## src/rtl/blsq_pkg.sv

```systemverilog
package blsq_pkg;

    localparam int unsigned SOC_W     = 7;
    localparam int unsigned MV_W      = 13;
    localparam int unsigned MV_EXT_W  = MV_W + 1;
    localparam int unsigned CUR_W     = 25;
    localparam int unsigned CFG_IDX_W = 3;
    localparam int unsigned CFG_DW    = MV_W;

    typedef enum logic [CFG_IDX_W-1:0] {
        REG_DELAY_CUTOFF = 3'd0,
        REG_SOFT_CUTOFF  = 3'd1,
        REG_PACK_LOW_EN  = 3'd2,
        REG_PACK_DOUBLED = 3'd3,
        REG_EVENT_EN     = 3'd4
    } cfg_index_t;

    localparam logic [MV_W-1:0]        DELAY_CUTOFF_RESET = 13'd3050;
    localparam logic [MV_W-1:0]        SOFT_CUTOFF_RESET  = 13'd2900;
    localparam logic [MV_EXT_W-1:0]    HEAVY_MARGIN_MV    = 14'd50;
    localparam logic [MV_EXT_W-1:0]    PACK_MARGIN_MV     = 14'd100;
    localparam logic signed [CUR_W-1:0] HEAVY_CURRENT_UA  = 25'sd2000000;
    localparam logic [3:0]             PACK_LOW_SAMPLES   = 4'd10;
    localparam logic [1:0]             HEAVY_COUNT_MAX    = 2'd3;
    localparam logic [SOC_W-1:0]       SOC_LOW_ZONE       = 7'd1;

    typedef struct packed {
        logic [MV_W-1:0] delay_cutoff_mv;
        logic [MV_W-1:0] soft_cutoff_mv;
        logic            pack_low_enable;
        logic            pack_doubled;
        logic            event_enable;
    } cfg_t;

    typedef struct packed {
        logic [SOC_W-1:0]        soc_in;
        logic [MV_W-1:0]         mean_voltage_mv;
        logic signed [CUR_W-1:0] battery_current_ua;
        logic [MV_W-1:0]         pack_voltage_mv;
        logic                    is_charging;
        logic                    gauge_ok;
    } sample_t;

    typedef struct packed {
        logic [SOC_W-1:0] soc_out;
        logic             shutdown_delay;
        logic             delay_cancelled;
        logic             change_event;
    } result_t;

endpackage

```

## src/rtl/battery_low_shutdown_qualifier.sv

```systemverilog
// Takes one battery sample word per cycle when the output side is not stalled and
// returns one result word for each: the sample is captured in an input register,
// evaluated against the counters and flags in a single pass, and the result is held
// in an output register until the receiver takes it. A new sample can be accepted while
// the previous one moves into the output register. Configuration writes take effect on
// the next cycle and must only be made while the block is idle.
module battery_low_shutdown_qualifier (
    input  logic                                   aclk,
    input  logic                                   aresetn,
    input  logic                                   cfg_wr_en,
    input  logic [blsq_pkg::CFG_IDX_W-1:0]         cfg_index,
    input  logic [blsq_pkg::CFG_DW-1:0]            cfg_wdata,
    input  logic                                   s_valid,
    output logic                                   s_ready,
    input  logic [blsq_pkg::SOC_W-1:0]             s_soc_in,
    input  logic [blsq_pkg::MV_W-1:0]              s_mean_voltage_mv,
    input  logic signed [blsq_pkg::CUR_W-1:0]      s_battery_current_ua,
    input  logic [blsq_pkg::MV_W-1:0]              s_pack_voltage_mv,
    input  logic                                   s_is_charging,
    input  logic                                   s_gauge_ok,
    output logic                                   m_valid,
    input  logic                                   m_ready,
    output logic [blsq_pkg::SOC_W-1:0]             m_soc_out,
    output logic                                   m_shutdown_delay,
    output logic                                   m_delay_cancelled,
    output logic                                   m_change_event
);

    blsq_pkg::cfg_t    cfg;
    blsq_pkg::sample_t in_reg;
    blsq_pkg::result_t res;
    blsq_pkg::result_t out_reg;
    logic              in_valid_reg;
    logic              out_valid_reg;
    logic              step;

    assign step    = in_valid_reg && (!out_valid_reg || m_ready);
    assign s_ready = !in_valid_reg || step;

    blsq_cfg_regs u_cfg (
        .aclk      (aclk),
        .aresetn   (aresetn),
        .cfg_wr_en (cfg_wr_en),
        .cfg_index (cfg_index),
        .cfg_wdata (cfg_wdata),
        .cfg       (cfg)
    );

    blsq_qualify u_qualify (
        .aclk    (aclk),
        .aresetn (aresetn),
        .step    (step),
        .cfg     (cfg),
        .sample  (in_reg),
        .result  (res)
    );

    always_ff @(posedge aclk) begin
        if (!aresetn) begin
            in_valid_reg  <= 1'b0;
            out_valid_reg <= 1'b0;
        end else begin
            if (s_ready) begin
                in_valid_reg <= s_valid;
            end
            if (step) begin
                out_valid_reg <= 1'b1;
            end else if (m_ready) begin
                out_valid_reg <= 1'b0;
            end
        end
    end

    always_ff @(posedge aclk) begin
        if (s_ready && s_valid) begin
            in_reg.soc_in             <= s_soc_in;
            in_reg.mean_voltage_mv    <= s_mean_voltage_mv;
            in_reg.battery_current_ua <= s_battery_current_ua;
            in_reg.pack_voltage_mv    <= s_pack_voltage_mv;
            in_reg.is_charging        <= s_is_charging;
            in_reg.gauge_ok           <= s_gauge_ok;
        end
        if (step) begin
            out_reg <= res;
        end
    end

    assign m_valid           = out_valid_reg;
    assign m_soc_out         = out_reg.soc_out;
    assign m_shutdown_delay  = out_reg.shutdown_delay;
    assign m_delay_cancelled = out_reg.delay_cancelled;
    assign m_change_event    = out_reg.change_event;

endmodule

```

## src/rtl/blsq_cfg_regs.sv

```systemverilog
module blsq_cfg_regs (
    input  logic                             aclk,
    input  logic                             aresetn,
    input  logic                             cfg_wr_en,
    input  logic [blsq_pkg::CFG_IDX_W-1:0]   cfg_index,
    input  logic [blsq_pkg::CFG_DW-1:0]      cfg_wdata,
    output blsq_pkg::cfg_t                   cfg
);

    blsq_pkg::cfg_t cfg_reg;
    blsq_pkg::cfg_t cfg_next;

    always_comb begin
        cfg_next = cfg_reg;
        if (cfg_wr_en) begin
            case (cfg_index)
                blsq_pkg::REG_DELAY_CUTOFF: cfg_next.delay_cutoff_mv = cfg_wdata;
                blsq_pkg::REG_SOFT_CUTOFF:  cfg_next.soft_cutoff_mv  = cfg_wdata;
                blsq_pkg::REG_PACK_LOW_EN:  cfg_next.pack_low_enable = cfg_wdata[0];
                blsq_pkg::REG_PACK_DOUBLED: cfg_next.pack_doubled    = cfg_wdata[0];
                blsq_pkg::REG_EVENT_EN:     cfg_next.event_enable    = cfg_wdata[0];
                default: begin
                end
            endcase
        end
    end

    always_ff @(posedge aclk) begin
        if (!aresetn) begin
            cfg_reg.delay_cutoff_mv <= blsq_pkg::DELAY_CUTOFF_RESET;
            cfg_reg.soft_cutoff_mv  <= blsq_pkg::SOFT_CUTOFF_RESET;
            cfg_reg.pack_low_enable <= 1'b0;
            cfg_reg.pack_doubled    <= 1'b0;
            cfg_reg.event_enable    <= 1'b1;
        end else begin
            cfg_reg <= cfg_next;
        end
    end

    assign cfg = cfg_reg;

endmodule

```

## src/rtl/blsq_qualify.sv

```systemverilog
module blsq_qualify (
    input  logic              aclk,
    input  logic              aresetn,
    input  logic              step,
    input  blsq_pkg::cfg_t    cfg,
    input  blsq_pkg::sample_t sample,
    output blsq_pkg::result_t result
);

    logic [3:0] pack_low_count_reg;
    logic [3:0] pack_low_count_next;
    logic [1:0] load_run_count_reg;
    logic [1:0] load_run_count_next;
    logic       delay_flag_reg;
    logic       delay_flag_next;
    logic       cancel_flag_reg;
    logic       cancel_flag_next;
    logic       reported_flag_reg;
    logic       reported_flag_next;

    logic [blsq_pkg::MV_EXT_W-1:0] pack_mv;
    logic [blsq_pkg::MV_EXT_W-1:0] pack_limit_mv;
    logic [blsq_pkg::MV_EXT_W-1:0] heavy_limit_mv;
    logic                          pack_low;
    logic                          fire;
    logic                          low_zone;
    logic                          heavy_cond;
    logic                          heavy;
    logic                          low_mean;
    logic                          chg;
    logic                          event_hit;

    always_comb begin
        chg            = sample.is_charging;
        pack_mv        = cfg.pack_doubled ? {sample.pack_voltage_mv, 1'b0}
                                          : {1'b0, sample.pack_voltage_mv};
        pack_limit_mv  = {1'b0, cfg.soft_cutoff_mv} + blsq_pkg::PACK_MARGIN_MV;
        heavy_limit_mv = {1'b0, cfg.delay_cutoff_mv} + blsq_pkg::HEAVY_MARGIN_MV;
        pack_low       = !sample.gauge_ok && (pack_low_count_reg < blsq_pkg::PACK_LOW_SAMPLES)
                         && (pack_mv <= pack_limit_mv);

        if (cfg.pack_low_enable) begin
            pack_low_count_next = pack_low ? pack_low_count_reg + 4'd1 : 4'd0;
        end else begin
            pack_low_count_next = pack_low_count_reg;
        end
        fire = cfg.pack_low_enable && (pack_low_count_next >= blsq_pkg::PACK_LOW_SAMPLES);

        low_zone   = sample.soc_in <= blsq_pkg::SOC_LOW_ZONE;
        heavy_cond = ({1'b0, sample.mean_voltage_mv} < heavy_limit_mv)
                     && (sample.battery_current_ua > blsq_pkg::HEAVY_CURRENT_UA);
        low_mean   = sample.mean_voltage_mv <= cfg.delay_cutoff_mv;

        load_run_count_next = load_run_count_reg;
        delay_flag_next     = delay_flag_reg;
        cancel_flag_next    = cancel_flag_reg;
        result.soc_out      = sample.soc_in;
        heavy               = 1'b0;

        if (fire && !chg) begin
            delay_flag_next  = 1'b1;
            cancel_flag_next = 1'b0;
            result.soc_out   = blsq_pkg::SOC_LOW_ZONE;
        end else if (low_zone) begin
            if (heavy_cond) begin
                if (load_run_count_reg < blsq_pkg::HEAVY_COUNT_MAX) begin
                    load_run_count_next = load_run_count_reg + 2'd1;
                end
            end else begin
                load_run_count_next = 2'd0;
            end
            heavy = load_run_count_next == blsq_pkg::HEAVY_COUNT_MAX;
            if ((low_mean || heavy) && !chg) begin
                delay_flag_next  = 1'b1;
                cancel_flag_next = 1'b0;
            end else if (chg) begin
                if (delay_flag_reg) begin
                    delay_flag_next  = 1'b0;
                    cancel_flag_next = 1'b1;
                end
            end else begin
                delay_flag_next = 1'b0;
            end
            result.soc_out = blsq_pkg::SOC_LOW_ZONE;
        end else begin
            delay_flag_next  = 1'b0;
            cancel_flag_next = 1'b0;
        end

        event_hit          = (reported_flag_reg != delay_flag_next) && cfg.event_enable;
        reported_flag_next = event_hit ? delay_flag_next : reported_flag_reg;

        result.shutdown_delay  = delay_flag_next;
        result.delay_cancelled = cancel_flag_next;
        result.change_event    = event_hit;
    end

    always_ff @(posedge aclk) begin
        if (!aresetn) begin
            pack_low_count_reg <= 4'd0;
            load_run_count_reg <= 2'd0;
            delay_flag_reg     <= 1'b0;
            cancel_flag_reg    <= 1'b0;
            reported_flag_reg  <= 1'b0;
        end else if (step) begin
            pack_low_count_reg <= pack_low_count_next;
            load_run_count_reg <= load_run_count_next;
            delay_flag_reg     <= delay_flag_next;
            cancel_flag_reg    <= cancel_flag_next;
            reported_flag_reg  <= reported_flag_next;
        end
    end

    a_pack_count_range: assert property (@(posedge aclk) disable iff (!aresetn)
        pack_low_count_reg <= blsq_pkg::PACK_LOW_SAMPLES)
        else $error("pack-low count out of range");

    a_flags_exclusive: assert property (@(posedge aclk) disable iff (!aresetn)
        !(delay_flag_reg && cancel_flag_reg))
        else $error("delay and cancel flags both set");

    a_charging_clears: assert property (@(posedge aclk) disable iff (!aresetn)
        step && sample.is_charging |=> !delay_flag_reg)
        else $error("delay flag set after a charging sample");

    a_pack_count_hold: assert property (@(posedge aclk) disable iff (!aresetn)
        step && !cfg.pack_low_enable |=> $stable(pack_low_count_reg))
        else $error("pack-low count moved while disabled");

endmodule

```

## config.mk

```make
export PLATFORM = sky130hd
export DESIGN_NAME = battery_low_shutdown_qualifier
export DESIGN_NICKNAME = d
export VERILOG_FILES = /design/src/rtl/blsq_pkg.sv /design/src/rtl/battery_low_shutdown_qualifier.sv /design/src/rtl/blsq_cfg_regs.sv /design/src/rtl/blsq_qualify.sv
export SDC_FILE = /design/constraint.sdc
export NUM_CORES = 1
export LEC_CHECK = 0
export BUFFER_PORTS_ARGS = -buffer_cell sky130_fd_sc_hd__buf_2
export CELL_PAD_IN_SITES_DETAIL_PLACEMENT = 1
export CELL_PAD_IN_SITES_GLOBAL_PLACEMENT = 2
export CORE_UTILIZATION = 33
export DETAILED_ROUTE_END_ITERATION = 8
export PLACE_DENSITY = 0.77
export SLEW_MARGIN = 0
export SYNTH_ARGS = -nofsm -noshare
export SYNTH_HDL_FRONTEND = slang
export SYNTH_SLANG_ARGS = --single-unit
```

## constraint.sdc

```tcl
create_clock -name aclk -period 2.9 [get_ports aclk]
set_input_delay 0.435 -clock aclk [delete_from_list [all_inputs] [get_ports aclk]]
set_output_delay 0.435 -clock aclk [all_outputs]
set_load 0.01 [all_outputs]
```

# After elaboration in Yosys (flattened, before gate mapping)
# Index checks and enable logic that the tools add are counted.
# word_totals
inputBits	81
register_bits	110
elab_cells	84
output_inout_bits	12
# classes
n_lt_le_gt_ge	8
eq_ne	6
reduce_logical	26
n_addsub	4
n_mux	17
bitwise_logic	1
# ops
operator	count
$gt A25 B22 Y1 const B	1
$add A13 B6 Y14 const B	1
$add A13 B7 Y14 const B	1
$le A14 B14 Y1	1
$lt A13 B14 Y1	1
$mux W14	1
$le A13 B13 Y1	1
$reduce_and A2 Y1	6
$mux W1	10
$logic_and A1 B1 Y1	9
$mux W2	4
$mux W4	2
$le A7 B1 Y1 const B	1
$eq A3 B2 Y1 const B	2
$add A4 B1 Y4 const B	1
$ge A4 B4 Y1 const B	1
$logic_not A1 Y1	4
$lt A4 B4 Y1 const B	1
$eq A3 B1 Y1 const B	1
$eq A3 B3 Y1 const B	1
$logic_not A3 Y1	1
$logic_or A1 B1 Y1	3
$reduce_and A3 Y1	1
$add A2 B1 Y2 const B	1
6 further kinds	6

# Longest topological paths before layout
# Gate-level depths: netlist (run 1).
# depth
ltp_word	18
ltp_mapped	15
depth_no_buf	15

# Cells and area by module
# A second synthesis (run 1) with hierarchy kept.
# hier_totals
cells_unflattened	464
area_unflattened_um2	5527.8
# modules_own_cells
module	area_each_um2	n_inst	cells_each	seq_area_each_um2
battery_low_shutdown_qualifier	2205.9	1	79	2142.1
blsq_qualify	2089.5	1	263	180.2
blsq_cfg_regs	1232.4	1	122	580.6

# Least setup slack after synthesis (run 1)
# No wires, ideal clock.
# synth_timing
path_kind	flip-flop to flip-flop
from	register u_cfg.cfg_reg, in the netlist u_cfg.cfg[1]
to	register out_reg, in the netlist m_soc_out[0], data pin
n_path_buf	2
arrival_ps	2719
slack_ps	-84
stages_incl_launch_ff	11
synth_period_minus_slack_ps	2984
setup_ps	265
required_time_ps	2635
path_cell_list	dfxtp_1 clkbuf_1 clkbuf_1 mux2_2 ha_1 nand4_1 o221a_1 o21a_2 a22oi_2 nor2_1 or3_1
# synth_via
elab_chain_cells	9
# synth_lines
element	line_no	text
from (decl)	blsq_cfg_regs.sv:10	blsq_pkg::cfg_t cfg_reg;
from (signal assigned)	blsq_cfg_regs.sv:36	cfg_reg <= cfg_next;
$mux W14	blsq_qualify.sv:35	pack_mv = cfg.pack_doubled ? {sample.pack_voltage_mv, 1'b0}
$le A14 B14 Y1	blsq_qualify.sv:40	&& (pack_mv <= pack_limit_mv);
$logic_and A1 B1 Y1	blsq_qualify.sv:40	
$mux W4	blsq_qualify.sv:43	pack_low_count_next = pack_low ? pack_low_count_reg + 4'd1 : 4'd0;
$mux W4	blsq_qualify.sv:42	if (cfg.pack_low_enable) begin
$ge A4 B4 Y1	blsq_qualify.sv:47	fire = cfg.pack_low_enable && (pack_low_count_next >= blsq_pkg::PACK_LOW_SAMPLES);
$logic_and A1 B1 Y1	blsq_qualify.sv:47	
$logic_and A1 B1 Y1	blsq_qualify.sv:60	if (fire && !chg) begin
$reduce_or A2 Y1 (no source line)	n/a	
to (signal assigned)	battery_low_shutdown_qualifier.sv:84	out_reg <= res;
to (decl)	battery_low_shutdown_qualifier.sv:32	blsq_pkg::result_t out_reg;
# No other way between the ends.
# A chain may end at the register's enable or synchronous reset.

# Final worst setup path (run 1)
# layout_timing
from	register u_cfg.cfg_reg, in the netlist u_cfg.cfg[18]
to	register out_reg, in the netlist m_change_event, data pin
# layout_via
elab_chain_cells	14
word_cells_on_any_way	15
classes_between	add/sub: 1; order compare: 2; eq/ne: 2; mux: 6; reduce/logical: 4
# layout_lines
element	line_no	text
$add A13 B6 Y14	blsq_qualify.sv:38	heavy_limit_mv = {1'b0, cfg.delay_cutoff_mv} + blsq_pkg::HEAVY_MARGIN_MV;
$lt A13 B14 Y1	blsq_qualify.sv:50	heavy_cond = ({1'b0, sample.mean_voltage_mv} < heavy_limit_mv)
$logic_and A1 B1 Y1	blsq_qualify.sv:51	&& (sample.battery_current_ua > blsq_pkg::HEAVY_CURRENT_UA);
$mux W2	blsq_qualify.sv:65	if (heavy_cond) begin
$mux W2	blsq_qualify.sv:64	end else if (low_zone) begin
$mux W2	blsq_qualify.sv:60	
$eq A2 B2 Y1	blsq_qualify.sv:72	heavy = load_run_count_next == blsq_pkg::HEAVY_COUNT_MAX;
$logic_or A1 B1 Y1 *	blsq_qualify.sv:73	if ((low_mean || heavy) && !chg) begin
$logic_and A1 B1 Y1 *	blsq_qualify.sv:73	
$mux W1 *	blsq_qualify.sv:73	
$mux W1 *	blsq_qualify.sv:64	
$mux W1 *	blsq_qualify.sv:60	
$ne A1 B1 Y1 *	blsq_qualify.sv:90	event_hit = (reported_flag_reg != delay_flag_next) && cfg.event_enable;
$logic_and A1 B1 Y1 *	blsq_qualify.sv:90	
via u_qualify.event_hit	blsq_qualify.sv:31	logic event_hit;
# Mark *: on every way through the listed nets, which the timed path passes. The rest lies on a longest branch. The select of a mux whose other input is x is not followed.

==> results of run 1 <==
[repair_timing]
item / CTS / global route
hold buffers: 0 / 0
pin swaps: 22 / 29
setup endpoints to repair: 16 / 17
resized for setup: 18 / 31
setup buffers: 2 / 1
[placed cells by master (no fill, tap or decap), types with 12 or more instances in the layout]
cell      count
dfxtp_1      32
buf_2        92
buf_4        33
nor2_1       17
a21boi_0     12
mux2_2       12
edfxtp_1     70
nand3_1      13
inv_1        19
a21oi_1      18
ha_1         40
nand2_1      67
xnor2_1      14
[synth_stat cells (all sizes together), types with 2 or more instances]
cell type	n	share of area, %
nand2	71	5.0
nor3	11	1.1
nor2	22	1.5
a22oi	2	0.37
o21a	2	0.30
and3	3	0.35
a21oi	22	2.1
xor2	5	0.82
nand4	9	1.0
inv	20	1.4
and3b	2	0.33
and4	3	0.49
or3	3	0.35
o21ai	15	1.5
a21boi	13	1.8
a21o	5	0.70
nand2b	3	0.35
dfxtp	40	15
mux2i	2	0.37
ha	42	9.8
a31oi	3	0.63
mux2	12	2.5
a211oi	3	0.61
o211ai	10	1.4
clkbuf	11	0.77
o211a	2	0.37
nand3	18	1.7
edfxtp	70	39
and2	12	1.4
nor2b	9	1.0
xnor2	14	2.3
nor3b	3	0.51
[critical path: stages (launching register included)]
cell	delay [ns]
dfxtp_4	0.37
ha_4	0.17
a211oi_4	0.26
nor2_4	0.07
nand2_2	0.07
xnor2_1	0.11
ha_1	0.27
a21o_1	0.21
a2111oi_2	0.31
buf_4	0.18
o211ai_1	0.14
a211oi_2	0.30
o21ai_1	0.09
and3b_1	0.16
[path summary, 6_finish.rpt]
check | to | slack [ns] | depth (start not counted)
worst max-delay path | m_change_event | -0.04 | 13
worst min-delay path | in_reg[59] | 0.24 | 1
worst max register to register | m_change_event | -0.04 | 13
worst min register to register | u_cfg.cfg[4] | 0.48 | 2
[through the flow]
| step | hold slack (ns) | cell area, sq um | worst slack (ns) | TNS [ns] |
|---|---|---|---|---|
| 2_1_floorplan | 0.4435 | 5375 | 0.006627 | 0 |
| 6_report | 0.2421 | 6879 | -0.04360 | -0.04570 |
| 4_1_cts | 0.2222 | 6736 | -0.1236 | -0.1283 |
| 3_3_place_gp | 0.4589 | 6337 | -0.1259 | -0.1906 |
| 3_5_place_dp | 0.4775 | 6337 | -0.2064 | -0.5667 |
| 5_1_grt | 0.2232 | 6879 | -0.1598 | -1.025 |
[area by class of cell]
class / count / area share [%]
flip-flops and latches: 110 / 42.38
multi-input cells: 336 / 36.74
repair buffers: 129 / 11.08
well taps: 216 / 3.929
clock buffers: 10 / 3.328
clock inverters: 6 / 1.455
inverters: 20 / 1.091
[per-layer routing]
metal,vias up,share of wire (%),global-route usage (%)
li1,1992,-,-
met1,1889,44,19.32
met2,60,51,27.96
met3,11,3.3,3.633
met4,0,1.6,5.882
met5,-,0,0
[power breakdown]
group	internal, mW	switching (mW)	leakage [nW]
clock network	0.777	0.613	0.162
logic	0.183	0.198	1.65
registers	1.74	0.0397	1.01
[logic make-up after synthesis]
family	Yosys count	share of synthesized area [%]
AO/OA/AOI/OAI	86	11.51
multiplexers	14	2.889
buffers and inverters	31	2.167
AND/OR/NAND/NOR	175	16.50
adder cells (fa/ha/maj)	42	9.786
flip-flops	110	54.05
XOR/XNOR	19	3.099
==> impl_metrics.ini, run 1 <==
[routing]
vias = 3952
routed_wl_mm = 13.00
drtPass1Iterations = 4
wl_per_cell_microns = 15.72
drt_drc_violations_left = 0
vias_per_cell = 4.779
drtIter0Drc = 129
drtAntennaViolNets = 0

[sta]
clock_skew_ns = 0.01050
hold_viol_final = 0
tightest_slew_ns = 0.7200
rsz0062_at_grt = yes
relSlewSlack_pct = 52.00
drv_slew = 0
min_period_ns = 2.944
period_share_pct = 101.5
max_freq_mhz = 339.7
worst_slack_ns = -0.04360
setup_viol = 2

[run_status]
status = complete, but fails checks
violations = setup timing

[worst_setup_path]
cp_max_fo = 3
end_kind = flip-flop
worstSetupPathType = flip-flop to flip-flop
crit_start = u_cfg.cfg[18]
critPathArrivalTime_ns = 3.07
crit_required_ns = 3.03
start_kind = flip-flop
reg2reg_from = u_cfg.cfg[18]

[logic_synthesis]
syn-num-nets = 600
synth_area_sq_mm = 0.005370
syn_area_per_cell_sq_um = 11.26
synth.distinct_cells = 59
syn_inst = 477
ys_async_sr_fraction_pct = 0
synth_edf_count = 70
yosysSeqAreaShare_pct = 54.05
ys_ff_latch = 110
synth_ff_type = edfxtp_1
yosysWarnings = 0

[pwr]
ir_drop_uv = 338.3
power_mw = 3.552
p_leak_nw = 2.822
power_density_mw_per_mm2 = 516.4

[floorplanning]
die_w_microns = 129.6
row_count = 46
design.die.area_sq_mm = 0.01679
initial_core_util_pct = 33.81
coreArea_sq_mm = 0.01589
die_h_microns = 129.6
ios = 93

[clocking]
clkLatencyLatePin_ns = 0.36
cts_sinks = 110
clockBufferDepth = 2
numCtsBuffers = 9
cts_root_buf = clkbuf_16
htree_levels = 3
cts_tree = built
clk_pin_slew_worst_paths_ns = 0.08

[global_route]
grt_pass1_vias = 4092
grt-ovfl-total = 0
grt_pass1_wl_mm = 20.39
antenna_found_initial = 0
grt.total_usage_pct = 16.06
grt_max_degree = 61

[layout]
diodes = 0
regArea_sq_mm = 0.002915
drive_above_1_share_pct = 34.04
final_util_pct = 43.31
final.fill_count = 1802
largest_reg_flops = 60
multi_input_area_sq_mm = 0.002527
nets = 729
syn2layout_area_growth_pct = 28.10
finish.cell_count_without_fillers = 827

[place]
place_inst = 808
gp_congestion = 0.7879
dp_hpwl_mm = 9.730
port_buffers = 92

[job]
maxCapViolations = 0

[min_path]
hold_path.startpoint = s_soc_in[6]
hold_class = input port to flip-flop
Power figures use the tool's default switching activity.
==> inputs of run 2 (changes only) <==
--- a/config.mk
+++ b/config.mk
@@ -10,7 +10,9 @@
 export CELL_PAD_IN_SITES_GLOBAL_PLACEMENT = 2
 export CORE_UTILIZATION = 33
 export DETAILED_ROUTE_END_ITERATION = 8
+export GPL_TIMING_DRIVEN = 0
 export PLACE_DENSITY = 0.77
+export SKIP_CTS_REPAIR_TIMING = 1
 export SLEW_MARGIN = 0
 export SYNTH_ARGS = -nofsm -noshare
 export SYNTH_HDL_FRONTEND = slang
==> impl_metrics.ini, run 2 (same netlist as run 1, synthesis figures left out) <==
[worst_setup_path]
reg2reg_slack_ns = -0.21
timing.rr.end = m_change_event
crit_required_ns = 3.01
start_kind = flip-flop
critPathArrivalTime_ns = 3.21
reg2reg_from = u_cfg.cfg[17]
end_kind = flip-flop
cp_max_fo = 4
reg2regPathDepth = 12
worstSetupPathType = flip-flop to flip-flop

[sta]
hold_viol_final = 0
setup_viol = 8
setup_tns_ns = -0.8554
drv_slew = 0
relSlewSlack_pct = 33.10
max_freq_mhz = 322.0
period_share_pct = 107.1
worst_slack_ns = -0.2058
rsz0062_at_grt = yes
min_period_ns = 3.106
clock_skew_ns = 0.008264
tightest_slew_ns = 1.004

[min_path]
min_path_cells = 1
hold_class = input port to flip-flop
hold_end = in_reg[51]
hold_path.startpoint = s_mean_voltage_mv[11]

[routing]
drt_drc_violations_left = 0
vias = 3844
drtIter0Drc = 102
vias_per_cell = 4.763
drtAntennaViolNets = 0
wl_per_cell_microns = 15.54
routed_wl_mm = 12.54
drtPass1Iterations = 4

[global_route]
grt-ovfl-total = 0
use_met3_pct = 3.179
antenna_found_initial = 0
grt_max_degree = 43
grt.total_usage_pct = 15.91
grt_use_met2_pct = 29.13
grt_busiest_layer = met2
grt_pass1_wl_mm = 20.44
use_met1_pct = 18.59
grt_pass1_vias = 4162

[layout]
final.fill_count = 1794
diodes = 0
final_area_sq_mm = 0.006619
layout_common_cells = buf_2, edfxtp_1, nand2_1
largest_reg_flops = 60
nets = 709
layout_commonest_cell = buf_2
syn2layout_area_growth_pct = 23.25
drive_above_1_share_pct = 29.10
finish.cell_count_without_fillers = 807

[place]
dp_hpwl_mm = 9.815
port_buffers = 91
dpl-instance-area_sq_mm = 0.006122
place_inst = 785
gp_congestion = 0.7287

[floorplanning]
row_count = 46
ios = 93
design.die.area_sq_mm = 0.01679
initial_core_util_pct = 33.81
die_h_microns = 129.6
coreArea_sq_mm = 0.01589
die_w_microns = 129.6

[clocking]
cts_sinks = 110
clkLatencyLatePin_ns = 0.35
clockBufferDepth = 2
cts_tree = built
clk_pin_slew_worst_paths_ns = 0.08
numCtsBuffers = 9
htree_levels = 3
cts_root_buf = clkbuf_16

[pwr]
ir_drop_uv = 319.7
p_leak_nw = 2.680
power_density_mw_per_mm2 = 519.9

[run_status]
status = complete, but fails checks
violations = setup timing

[job]
maxCapViolations = 0
run 2: routing by layer:
layer	vias up	part of all wire, %
met3	12	2.9
met1	1817	44
li1	1954	-
met5	-	0
met2	61	52
met4	0	1.4
run 2: power breakdown:
group	internal, mW	total, mW	leakage (nW)	switching (mW)
Clock	0.709	1.31	0.153	0.600
Sequential	1.74	1.78	1.01	0.0397
Combinational	0.162	0.351	1.52	0.189
run 2: worst max path at each step:
stage	to	cells past startpoint	slack, ns	startpoint
2_1_floorplan	m_change_event	13	0.007	u_cfg.cfg[17]
6_report	m_change_event	12	-0.21	u_cfg.cfg[17]
3_3_place_gp	m_change_event	13	-0.64	u_cfg.cfg[17]
3_5_place_dp	m_change_event	13	-0.67	u_cfg.cfg[17]
5_1_grt	m_change_event	12	-0.39	u_cfg.cfg[17]
4_1_cts	m_change_event	13	-0.72	u_cfg.cfg[17]
run 2: worst max-delay path, stage by stage, from the launching register on:
cell	delay, ns
dfxtp_4	0.37
ha_4	0.17
a211oi_4	0.34
nor2_4	0.08
nand2_2	0.09
xnor2_2	0.06
ha_1	0.33
a21o_1	0.22
a2111oi_4	0.42
o211ai_1	0.20
a211oi_2	0.35
o21ai_1	0.08
and3b_1	0.16
run 2: stage by stage:
step	hold WS (ns)	utilization (%)	setup slack [ns]	power (mW)
global placement	0.4579	38.41	-0.6437	2.127
global route	0.2402	41.67	-0.3875	3.584
floorplan	0.4435	-	0.006627	2.003
finish	0.2508	41.67	-0.2058	3.441
detailed placement	0.4859	38.54	-0.6727	2.147
CTS	0.2368	40.51	-0.7203	3.463
run 2: cell type report:
class	count	area [sq um]	area share [%]
sequential	110	2915	44.05
multi-input combinational	336	2476	37.41
timing repair buffer	99	528.0	7.977
tap	216	270.3	4.083
clock buffer	10	239.0	3.611
inverter	20	75.07	1.134
clock inverter	6	73.82	1.115
buffer	10	41.29	0.6238
==> inputs of run 3 (changes only) <==
--- a/config.mk
+++ b/config.mk
@@ -8,6 +8,7 @@
 export BUFFER_PORTS_ARGS = -buffer_cell sky130_fd_sc_hd__buf_2
 export CELL_PAD_IN_SITES_DETAIL_PLACEMENT = 1
 export CELL_PAD_IN_SITES_GLOBAL_PLACEMENT = 2
+export CORE_ASPECT_RATIO = 0.8
 export CORE_UTILIZATION = 33
 export DETAILED_ROUTE_END_ITERATION = 8
 export GPL_TIMING_DRIVEN = 0
==> impl_metrics.ini, run 3 (same netlist as run 1, synthesis figures left out) <==
[floorplanning]
die_h_microns = 116.1
ios = 93
die_w_microns = 144.6
initial_core_util_pct = 33.88
design.die.area_sq_mm = 0.01679
row_count = 41
coreArea_sq_mm = 0.01585

[worst_setup_path]
reg2regPathDepth = 13
cp_max_fo = 4
reg2reg_slack_ns = -0.29
critPathArrivalTime_ns = 3.32
crit_required_ns = 3.03
end_kind = flip-flop
worstSetupPathType = flip-flop to flip-flop
start_kind = flip-flop

[job]
maxCapViolations = 0

[min_path]
min_path_cells = 1
hold_class = input port to flip-flop

[pwr]
p_leak_nw = 2.721
power_density_mw_per_mm2 = 513.8
ir_drop_uv = 279.1
power_mw = 3.470

[sta]
max_freq_mhz = 313.5
setup_viol = 9
worst_slack_ns = -0.2897
relSlewSlack_pct = 34.83
rsz0062_at_grt = yes
hold_viol_final = 0
min_period_ns = 3.190
drv_slew = 0
whs_ns = 0.2328
clock_skew_ns = 0.01429
tightest_slew_ns = 0.9775
setup_tns_ns = -1.089
period_share_pct = 110.0

[layout]
layout_common_cells = buf_2, edfxtp_1, nand2_1
final_util_pct = 42.61
layout_commonest_cell = buf_2
largest_reg_flops = 60
syn2layout_area_growth_pct = 25.77
multi_input_area_sq_mm = 0.002552
drive_above_1_share_pct = 31.71
nets = 714
regArea_sq_mm = 0.002929
diodes = 0
final.fill_count = 1752

[global_route]
grt_max_degree = 44
antenna_found_initial = 0
use_met1_pct = 21.27
grt_busiest_layer = met2
grt.total_usage_pct = 16.59
grt_pass1_vias = 4142
use_met3_pct = 5.166
grt_use_met2_pct = 26.96
grt_pass1_wl_mm = 20.82
grt-ovfl-total = 0

[routing]
drt_drc_violations_left = 0
wl_per_cell_microns = 16.51
vias = 4023
drtAntennaViolNets = 0
drtPass1Iterations = 4
routed_wl_mm = 13.39
drtIter0Drc = 172
vias_per_cell = 4.961

[clocking]
cts_sinks = 110
htree_levels = 3
clkLatencyLatePin_ns = 0.37
clockBufferDepth = 2
cts_tree = built
clk_pin_slew_worst_paths_ns = 0.09
cts_root_buf = clkbuf_16
numCtsBuffers = 9

[place]
place_ws_ns = -0.8269
port_buffers = 91
gp_congestion = 0.7612
dp_hpwl_mm = 10.09

[run_status]
status = complete, but fails checks
violations = setup timing
run 3: metrics by stage:
stage / instances / instance area, sq um
floorplan: 477 / 5375
global placement: 783 / 6100
detailed placement: 784 / 6121
CTS: 800 / 6442
global route: 811 / 6754
finish: 811 / 6754
run 3: where the power goes:
group | switching, mW | internal, mW
clock network | 0.688 | 0.638
logic | 0.196 | 0.168
registers | 0.0418 | 1.74
run 3: cell type report:
| cell class | instances | area share, % |
|---|---|---|
| Tap cell | 215 | 3.983 |
| Timing Repair Buffer | 104 | 8.373 |
| Clock buffer | 9 | 3.335 |
| Buffer | 10 | 0.6113 |
| Sequential cell | 110 | 43.37 |
| Clock inverter | 7 | 1.426 |
| Inverter | 20 | 1.112 |
| Multi-Input combinational cell | 336 | 37.79 |
run 3: critical path, cell delays in order, from the launching register on:
cell      delay [ns]
dfxtp_4         0.37
ha_4            0.18
a211oi_4        0.32
nor2_4          0.08
nand2_2         0.08
xnor2_1         0.07
ha_1            0.32
nand3_2         0.10
or3_4           0.40
a211o_1         0.29
o211ai_1        0.16
a211oi_2        0.15
nor3_1          0.22
and3b_1         0.21
run 3: final timing paths:
check | to | from
worst max register to register | m_change_event | u_cfg.cfg[18]
worst max-delay path | m_change_event | u_cfg.cfg[18]
worst min register to register | u_cfg.cfg[4] | u_cfg.cfg[4]
worst min-delay path | in_reg[57] | s_soc_in[4]
run 3: layer usage:
| metal | up-vias | part of all wire [%] |
|---|---|---|
| li1 | 1976 | - |
| met1 | 1950 | 46 |
| met2 | 83 | 47 |
| met3 | 14 | 5.6 |
| met4 | 0 | 1.2 |
| met5 | - | 0 |
